$ cat config.mk
export PLATFORM = sky130hd
export DESIGN_NAME = battery_voltage_to_percent_core
export DESIGN_NICKNAME = d
export VERILOG_FILES = /design/src/bvp_pkg.sv /design/src/bvp_ctrl.sv /design/src/bvp_dp.sv /design/src/battery_voltage_to_percent_core.sv
export SDC_FILE = /design/constraint.sdc
export NUM_CORES = 1
export LEC_CHECK = 0
export ABC_AREA = 1
export BUFFER_PORTS_ARGS = -buffer_cell sky130_fd_sc_hd__buf_2
export CORE_MARGIN = 1.5
export CORE_UTILIZATION = 55
export DETAILED_ROUTE_END_ITERATION = 6
export PLACE_DENSITY = 0.74
export RECOVER_POWER = 50
export SLEW_MARGIN = 20
export SYNTH_ARGS = -nofsm -noshare
export SYNTH_HDL_FRONTEND = slang
export SYNTH_HIERARCHICAL = 1
export SYNTH_SLANG_ARGS = --single-unit
export TNS_END_PERCENT = 30
$ cat constraint.sdc
create_clock -name clk -period 7.47 [get_ports clk]
set_input_delay 1.494 -clock clk [delete_from_list [all_inputs] [get_ports clk]]
set_output_delay 1.494 -clock clk [all_outputs]
set_load 0.1 [all_outputs]
$ cat src/bvp_pkg.sv
// Shared types, constants and breakpoint tables of the battery voltage to percent core.
// Depends on nothing; used by the controller, the datapath and the top level.
package bvp_pkg;

  localparam int VOLT_W      = 16;
  localparam int PCT_W       = 7;
  localparam int TABLE_SLOTS = 32;
  localparam int IDX_W       = 5;
  localparam int QUO_W       = 7;
  localparam int PROD_W      = PCT_W + VOLT_W;
  localparam int DIV_W       = VOLT_W + QUO_W - 1;
  localparam int CNT_W       = 3;

  typedef logic [1:0] fix_sel_t;
  localparam fix_sel_t FIX_ZERO = 2'd0;
  localparam fix_sel_t FIX_HI   = 2'd1;
  localparam fix_sel_t FIX_LAST = 2'd2;

  // Commands from the controller to the datapath.
  typedef struct packed {
    logic     cap;
    logic     nxt;
    logic     seg;
    logic     fix;
    fix_sel_t fix_sel;
    logic     mul;
    logic     dstep;
    logic     load_out;
  } bvp_cmd_t;

  // Status from the datapath to the controller.
  typedef struct packed {
    logic below;
    logic hit;
    logic dv_zero;
    logic last;
  } bvp_sts_t;

  function automatic logic [VOLT_W-1:0] volt_bp(input logic [IDX_W-1:0] idx);
    logic [VOLT_W-1:0] v;
    case (idx)
      5'd0:    v = 16'h0C7A;
      5'd1:    v = 16'h0D53;
      5'd2:    v = 16'h0D6C;
      5'd3:    v = 16'h0D9A;
      5'd4:    v = 16'h0DE1;
      5'd5:    v = 16'h0E28;
      5'd6:    v = 16'h0E39;
      5'd7:    v = 16'h0E5F;
      5'd8:    v = 16'h0EB6;
      5'd9:    v = 16'h0F12;
      5'd10:   v = 16'h0F1F;
      5'd11:   v = 16'h0F34;
      5'd12:   v = 16'h0F45;
      5'd13:   v = 16'h0F5E;
      5'd14:   v = 16'h0FD3;
      5'd15:   v = 16'h0FD7;
      5'd16:   v = 16'h0FDF;
      5'd17:   v = 16'h0FE3;
      5'd18:   v = 16'h0FE8;
      5'd19:   v = 16'h0FEC;
      default: v = 16'h1072;
    endcase
    return v;
  endfunction

  function automatic logic [PCT_W-1:0] pct_bp(input logic [IDX_W-1:0] idx);
    logic [PCT_W-1:0] p;
    case (idx)
      5'd0:    p = 7'd0;
      5'd1:    p = 7'd4;
      5'd2:    p = 7'd6;
      5'd3:    p = 7'd10;
      5'd4:    p = 7'd16;
      5'd5:    p = 7'd21;
      5'd6:    p = 7'd23;
      5'd7:    p = 7'd26;
      5'd8:    p = 7'd35;
      5'd9:    p = 7'd46;
      5'd10:   p = 7'd48;
      5'd11:   p = 7'd51;
      5'd12:   p = 7'd53;
      5'd13:   p = 7'd57;
      5'd14:   p = 7'd87;
      5'd15:   p = 7'd88;
      5'd16:   p = 7'd90;
      5'd17:   p = 7'd92;
      5'd18:   p = 7'd93;
      5'd19:   p = 7'd94;
      default: p = 7'd100;
    endcase
    return p;
  endfunction

endpackage

$ cat src/bvp_ctrl.sv
// Controller state machine of the battery voltage to percent core.
// Depends on bvp_pkg for the command and status structs.
module bvp_ctrl (
  input  logic              clk,
  input  logic              rst_n,
  input  logic              in_valid,
  output logic              in_ready,
  output logic              out_valid,
  input  logic              out_ready,
  input  bvp_pkg::bvp_sts_t sts,
  output bvp_pkg::bvp_cmd_t cmd
);

  localparam logic [2:0] ST_IDLE  = 3'd0;
  localparam logic [2:0] ST_CHECK = 3'd1;
  localparam logic [2:0] ST_SRCH  = 3'd2;
  localparam logic [2:0] ST_MUL   = 3'd3;
  localparam logic [2:0] ST_DIV   = 3'd4;
  localparam logic [2:0] ST_DONE  = 3'd5;

  logic [2:0]                 state_r, state_nxt;
  logic [bvp_pkg::CNT_W-1:0]  cnt_r, cnt_nxt;
  logic                       out_valid_r, out_valid_nxt;

  assign in_ready  = (state_r == ST_IDLE);
  assign out_valid = out_valid_r;

  always_comb begin
    state_nxt     = state_r;
    cnt_nxt       = cnt_r;
    out_valid_nxt = out_valid_r && !out_ready;
    cmd           = '0;
    cmd.fix_sel   = bvp_pkg::FIX_ZERO;
    case (state_r)
      ST_IDLE: begin
        if (in_valid) begin
          cmd.cap   = 1'b1;
          state_nxt = ST_CHECK;
        end
      end
      ST_CHECK: begin
        if (sts.below) begin
          cmd.fix     = 1'b1;
          cmd.fix_sel = bvp_pkg::FIX_ZERO;
          state_nxt   = ST_DONE;
        end else begin
          state_nxt = ST_SRCH;
        end
      end
      ST_SRCH: begin
        if (sts.hit) begin
          if (sts.dv_zero) begin
            cmd.fix     = 1'b1;
            cmd.fix_sel = bvp_pkg::FIX_HI;
            state_nxt   = ST_DONE;
          end else begin
            cmd.seg   = 1'b1;
            state_nxt = ST_MUL;
          end
        end else if (sts.last) begin
          cmd.fix     = 1'b1;
          cmd.fix_sel = bvp_pkg::FIX_LAST;
          state_nxt   = ST_DONE;
        end else begin
          cmd.nxt = 1'b1;
        end
      end
      ST_MUL: begin
        cmd.mul   = 1'b1;
        cnt_nxt   = '0;
        state_nxt = ST_DIV;
      end
      ST_DIV: begin
        cmd.dstep = 1'b1;
        cnt_nxt   = cnt_r + 1'b1;
        if (cnt_r == bvp_pkg::CNT_W'(bvp_pkg::QUO_W - 1)) begin
          state_nxt = ST_DONE;
        end
      end
      ST_DONE: begin
        if (!out_valid_r || out_ready) begin
          cmd.load_out  = 1'b1;
          out_valid_nxt = 1'b1;
          state_nxt     = ST_IDLE;
        end
      end
      default: begin
        state_nxt = ST_IDLE;
      end
    endcase
  end

  always_ff @(posedge clk) begin
    if (!rst_n) begin
      state_r     <= ST_IDLE;
      cnt_r       <= '0;
      out_valid_r <= 1'b0;
    end else begin
      state_r     <= state_nxt;
      cnt_r       <= cnt_nxt;
      out_valid_r <= out_valid_nxt;
    end
  end

endmodule

$ cat src/bvp_dp.sv
// Datapath of the battery voltage to percent core: search index, segment, multiply, divider.
// Depends on bvp_pkg for tables, widths and the command and status structs.
module bvp_dp #(
  parameter int POINTS = 21
) (
  input  logic                       clk,
  input  logic [bvp_pkg::VOLT_W-1:0] in_voltage,
  input  bvp_pkg::bvp_cmd_t          cmd,
  output bvp_pkg::bvp_sts_t          sts,
  output logic [bvp_pkg::PCT_W-1:0]  out_percent
);

  localparam logic [bvp_pkg::IDX_W-1:0] LAST_IDX = bvp_pkg::IDX_W'(POINTS - 1);

  logic [bvp_pkg::VOLT_W-1:0] v_r;
  logic [bvp_pkg::IDX_W-1:0]  idx_r;
  logic [bvp_pkg::PCT_W-1:0]  base_r;
  logic [bvp_pkg::PCT_W-1:0]  dp_r;
  logic [bvp_pkg::VOLT_W-1:0] off_r;
  logic [bvp_pkg::VOLT_W-1:0] dv_r;
  logic [bvp_pkg::PROD_W-1:0] rem_r;
  logic [bvp_pkg::DIV_W-1:0]  div_r;
  logic [bvp_pkg::QUO_W-1:0]  q_r;
  logic [bvp_pkg::PCT_W-1:0]  pct_r;

  logic [bvp_pkg::IDX_W-1:0]  lo_idx;
  logic [bvp_pkg::VOLT_W-1:0] hi_v, lo_v;
  logic [bvp_pkg::PCT_W-1:0]  hi_p, lo_p, fix_val;
  logic                       ge;
  logic [bvp_pkg::PCT_W:0]    sum;

  assign lo_idx = idx_r - 1'b1;
  assign hi_v   = bvp_pkg::volt_bp(idx_r);
  assign lo_v   = bvp_pkg::volt_bp(lo_idx);
  assign hi_p   = bvp_pkg::pct_bp(idx_r);
  assign lo_p   = bvp_pkg::pct_bp(lo_idx);

  assign sts.below   = v_r < bvp_pkg::volt_bp('0);
  assign sts.hit     = v_r <= hi_v;
  assign sts.dv_zero = hi_v == lo_v;
  assign sts.last    = idx_r == LAST_IDX;

  // Restoring divide: the quotient never exceeds the percent span, so seven bits do.
  assign ge  = rem_r >= bvp_pkg::PROD_W'(div_r);
  assign sum = {1'b0, base_r} + {1'b0, q_r};

  always_comb begin
    case (cmd.fix_sel)
      bvp_pkg::FIX_ZERO: fix_val = '0;
      bvp_pkg::FIX_HI:   fix_val = hi_p;
      bvp_pkg::FIX_LAST: fix_val = bvp_pkg::pct_bp(LAST_IDX);
      default:           fix_val = '0;
    endcase
  end

  always_ff @(posedge clk) begin
    if (cmd.cap) begin
      v_r   <= in_voltage;
      idx_r <= bvp_pkg::IDX_W'(1);
    end else if (cmd.nxt) begin
      idx_r <= idx_r + 1'b1;
    end

    if (cmd.seg) begin
      base_r <= lo_p;
      dp_r   <= (hi_p >= lo_p) ? (hi_p - lo_p) : '0;
      off_r  <= v_r - lo_v;
      dv_r   <= hi_v - lo_v;
      q_r    <= '0;
    end else if (cmd.fix) begin
      base_r <= fix_val;
      q_r    <= '0;
    end else if (cmd.dstep) begin
      q_r <= {q_r[bvp_pkg::QUO_W-2:0], ge};
    end

    if (cmd.mul) begin
      rem_r <= bvp_pkg::PROD_W'(dp_r) * bvp_pkg::PROD_W'(off_r);
      div_r <= {dv_r, {(bvp_pkg::QUO_W-1){1'b0}}};
    end else if (cmd.dstep) begin
      if (ge) begin
        rem_r <= rem_r - bvp_pkg::PROD_W'(div_r);
      end
      div_r <= div_r >> 1;
    end

    if (cmd.load_out) begin
      pct_r <= sum[bvp_pkg::PCT_W-1:0];
    end
  end

  assign out_percent = pct_r;

endmodule

$ cat src/battery_voltage_to_percent_core.sv
// Top level of the battery voltage to percent core.
// Depends on bvp_pkg, bvp_ctrl and bvp_dp.
//
// Usage: the in_ channel carries one request, a 16-bit raw voltage reading, under a
// valid/ready handshake; the out_ channel returns one 7-bit charge percentage per
// request, also under valid/ready. The reading is matched against a fixed table of
// ascending voltage breakpoints and interpolated linearly between the two points
// around it; readings below the first point give 0 and above the last give the last
// point's percentage, 100 with the default 21 points. Steps: the reading is first
// checked against the low end of the table, and a reading below it goes straight to
// the output load, as does a search that ends on a flat segment or past the last
// point. Otherwise the breakpoint search steps one table entry per cycle, then come
// the multiply, the restoring divider (seven quotient bits, one per cycle) and the
// load of the output register. One request is in work at a time; in_ready returns
// high the cycle after the result is loaded. The result sits in its own output
// register, so a new request can be accepted and computed while an earlier result
// still waits; if the receiver stalls, the finished computation holds until the
// output register frees. Synchronous reset (rst_n low) returns the controller to
// idle and clears out_valid; no table or clearing pass.
module battery_voltage_to_percent_core #(
  parameter int TABLE_POINTS = 21
) (
  input  logic                       clk,
  input  logic                       rst_n,
  input  logic                       in_valid,
  output logic                       in_ready,
  input  logic [bvp_pkg::VOLT_W-1:0] in_voltage,
  output logic                       out_valid,
  input  logic                       out_ready,
  output logic [bvp_pkg::PCT_W-1:0]  out_percent
);

  // The number of table points in use is kept within what the table holds.
  localparam int POINTS = (TABLE_POINTS < 2) ? 2 :
                          ((TABLE_POINTS > bvp_pkg::TABLE_SLOTS) ? bvp_pkg::TABLE_SLOTS :
                           TABLE_POINTS);

  bvp_pkg::bvp_cmd_t cmd;
  bvp_pkg::bvp_sts_t sts;

  // The controller sequences check, search, multiply, divide and output load.
  bvp_ctrl u_ctrl (
    .clk       (clk),
    .rst_n     (rst_n),
    .in_valid  (in_valid),
    .in_ready  (in_ready),
    .out_valid (out_valid),
    .out_ready (out_ready),
    .sts       (sts),
    .cmd       (cmd)
  );

  // The datapath holds the reading, the search index, the segment and the divider.
  bvp_dp #(
    .POINTS (POINTS)
  ) u_dp (
    .clk         (clk),
    .in_voltage  (in_voltage),
    .cmd         (cmd),
    .sts         (sts),
    .out_percent (out_percent)
  );

endmodule

==> flow_metrics.tcl <==
set metrics [dict create \
    slowest_delay_ns 0.57 \
    ys_types 48 \
    die_area_um2 26900 \
    cts_setup_buffers 0 \
    cp_common_cell "inv_1" \
    die_w_um 164 \
    worstSetupStartpointType "register" \
    hold_slack_ns 0.487 \
    synthFlopType "edfxtp_1" \
    start_util 0.563 \
    grt_max_degree 47 \
    crit_required_ns 7.74 \
    synthArstFlopShare 0 \
    arrival_ns 5.73 \
    hp-start "u_dp/q_r[6]$_SDFFE_PP0P_" \
    synth_edf_count 108 \
    drt-initial-drc-count 982 \
    routed_wl_um 34700 \
    hold_path.class "reg -> reg" \
    synth_common_cells "579 x nand2_1, 386 x inv_1, 131 x ha_1" \
    fmax_mhz 183 \
    pwr_density_cell_nw_per_um2 400 \
    setup_tns_ns 0 \
    area_growth_pct 6.54 \
    hold_viol 0 \
    synth_area_leader_cell "edfxtp_1" \
    grt_pass1_wl_um 57500 \
    final_area_um2 15200 \
    path_clk_slew_ns 0.07 \
    dp.cells 2269 \
    postSynthAreaPerCell_um2 7.34 \
    io_buffers 28 \
    cts-root-buf "clkbuf_16" \
    vias 12353 \
    tightest_slew_ns 2.06 \
    core-area_um2 25300 \
    slew_headroom -0.375 \
    post-dp-hpwl_um 27600 \
    diodes 0 \
    syn_inst 1942 \
    path_class "reg -> reg" \
    crit_path_max_fanout 11 \
    cts_sinks 152 \
    slew_viol_final 47 \
    io_pins 29 \
    nNetsFinal 2183 \
    setup_viol 0 \
    finalCritPeriodShare 0.731 \
    routabilityCongestion 0.979 \
    path_cells "inv_1, ha_1, nand2_1, inv_2, nor2_1, inv_1, nand2_1, nor2_1, a31oi_1, ha_1, nand2_1, nor2_1, inv_1, nor4_1, inv_1, nor3_1, inv_1, ha_1, nor2_1, nand2_1, inv_1, a21oi_1, o21ai_1" \
    wl_per_cell_um 15.1 \
    violations "capacitance limit, slew limit" \
    cts_resized 0 \
    total_power_mw 6.07 \
    placed_cell_area_um2 14700 \
    tritoncts "built" \
    ys_warn_count 6 \
    leakagePower_nw 7.97 \
    synth.area.top_cells "edfxtp_1 23%, nand2_1 15%, ha_1 11%" \
    slowest_stage "nor2_1" \
    max-cap-violations 1 \
    ys_seq_elements 152 \
    cts_max_path_buffers 2 \
    status "finished, violations left" \
    antenna_found_initial 0 \
    drc_errors 0 \
    synth_most_common_cell "nand2_1" \
    drt_first_pass_iters 6 \
    h-tree-depth 4 \
    fin_crit_ns 5.46 \
    rsz0062_at_grt "false" \
    clk_latency_ns 0.43 \
    grtUsageTotal 0.272 \
    vdd_drop_max_mv 0.311 \
    rr_startpoint "u_dp/idx_r[0]$_SDFFE_PP1P_" \
    drive_gt1_frac 0.0477 \
    cts-buffers-inserted 17 \
    cp-end-kind "register" \
    num_rows 58 \
    startpoint "u_dp/idx_r[0]$_SDFFE_PP1P_" \
    synth_nets 2167 \
    grt_overflow 0 \
    synth_top_area_frac 0.228 \
    fin_worst_skew_ns 0.0168 \
    fin_cells 2301 \
    grt_pass1_vias 11954 \
    ys_seq_area_frac 0.289 \
    ant_nets 0 \
    synth_area_um2 14300 \
    cts.hold.buffers_added 0 \
    die_h_um 164 \
    viasPerCell 5.37 \
]
## report_power, final
part	leakage (nW)	internal, mW	total (mW)	switching [mW]
Sequential	1.34	1.30	1.43	0.126
Combinational	6.36	1.29	3.81	2.53
Clock	0.264	0.438	0.833	0.395
Total	7.97	3.02	6.07	3.05
## sequential cells by signal, summed over array words and instances, names as in the netlist
register,flops
u_ctrl/cnt_r,3
u_ctrl/out_valid,1
u_ctrl/state_r,3
u_dp/base_r,7
u_dp/div_r,22
u_dp/dp_r,7
u_dp/dv_r,16
u_dp/hi_p,7
u_dp/hi_v,12
u_dp/idx_r,5
u_dp/off_r,16
u_dp/out_percent,7
u_dp/q_r,7
u_dp/rem_r,23
u_dp/v_r,16
## final timing paths
| path | to | slack (ns) | depth (start not counted) |
|---|---|---|---|
| max | u_dp/base_r[6]$_DFFE_PP_ | 2.01 | 23 |
| min reg2reg | u_dp/q_r[6]$_SDFFE_PP0P_ | 0.49 | 2 |
| min | u_dp/q_r[6]$_SDFFE_PP0P_ | 0.49 | 2 |
| max reg2reg | u_dp/base_r[6]$_DFFE_PP_ | 2.01 | 23 |
## cells by family (layout without fill, tap and decap cells)
group	after synthesis	after routing	share of synthesized area
compound gates	246	246	0.0951
xor+xnor	40	40	0.0259
fa+ha+maj	205	205	0.219
buf+inv	437	466	0.118
flops	152	152	0.289
simple gates	862	862	0.253
## cells in the final DEF, fill, tap and decap left out, drive strengths merged, types with 4 or more instances in the layout
master	n
nand2	588
inv	409
ha	131
nor2	116
edfxtp	108
a21oi	108
nand3	101
o21ai	98
fa	74
dfxtp	44
xor2	29
clkbuf	29
buf	19
nand3b	17
nand4	16
nor3	14
xnor2	11
o21bai	10
o211ai	10
o22ai	7
a31oi	5
nor4	5
clkinv	5
clkinvlp	4
or2	4
## through the flow
step,utilization,setup slack [ns]
after detailed placement,0.579,2.61
after global placement,0.579,2.63
after CTS,0.601,2.55
after floorplan,-,2.29
final,0.600,2.01
after global routing,0.600,1.69
## final cells by class
cell class              count  area, um^2
clock buffers              17         425
fillers                  2317       10100
multi-input cells        1353        8430
clock inverters            15         135
flip-flops and latches    152        4120
inverters                 403        1510
repair buffers             31         143
well taps                 330         413
## worst max-delay path, delay by kind of cell (launching register included)
kind | cells | cell delay [ns]
buffers and inverters | 7 | 1.06
AO/OA/AOI/OAI | 3 | 0.59
adder cells (fa/ha/maj) | 3 | 0.89
flip-flops | 1 | 0.49
AND/OR/NAND/NOR | 10 | 2.27
## metal layers
layer	track usage	wire, um
met2	0.460	16400
met1	0.337	14800
met4	0.143	1700
met3	0.0364	1800
met5	0	0
Power figures use the tool's default switching activity.
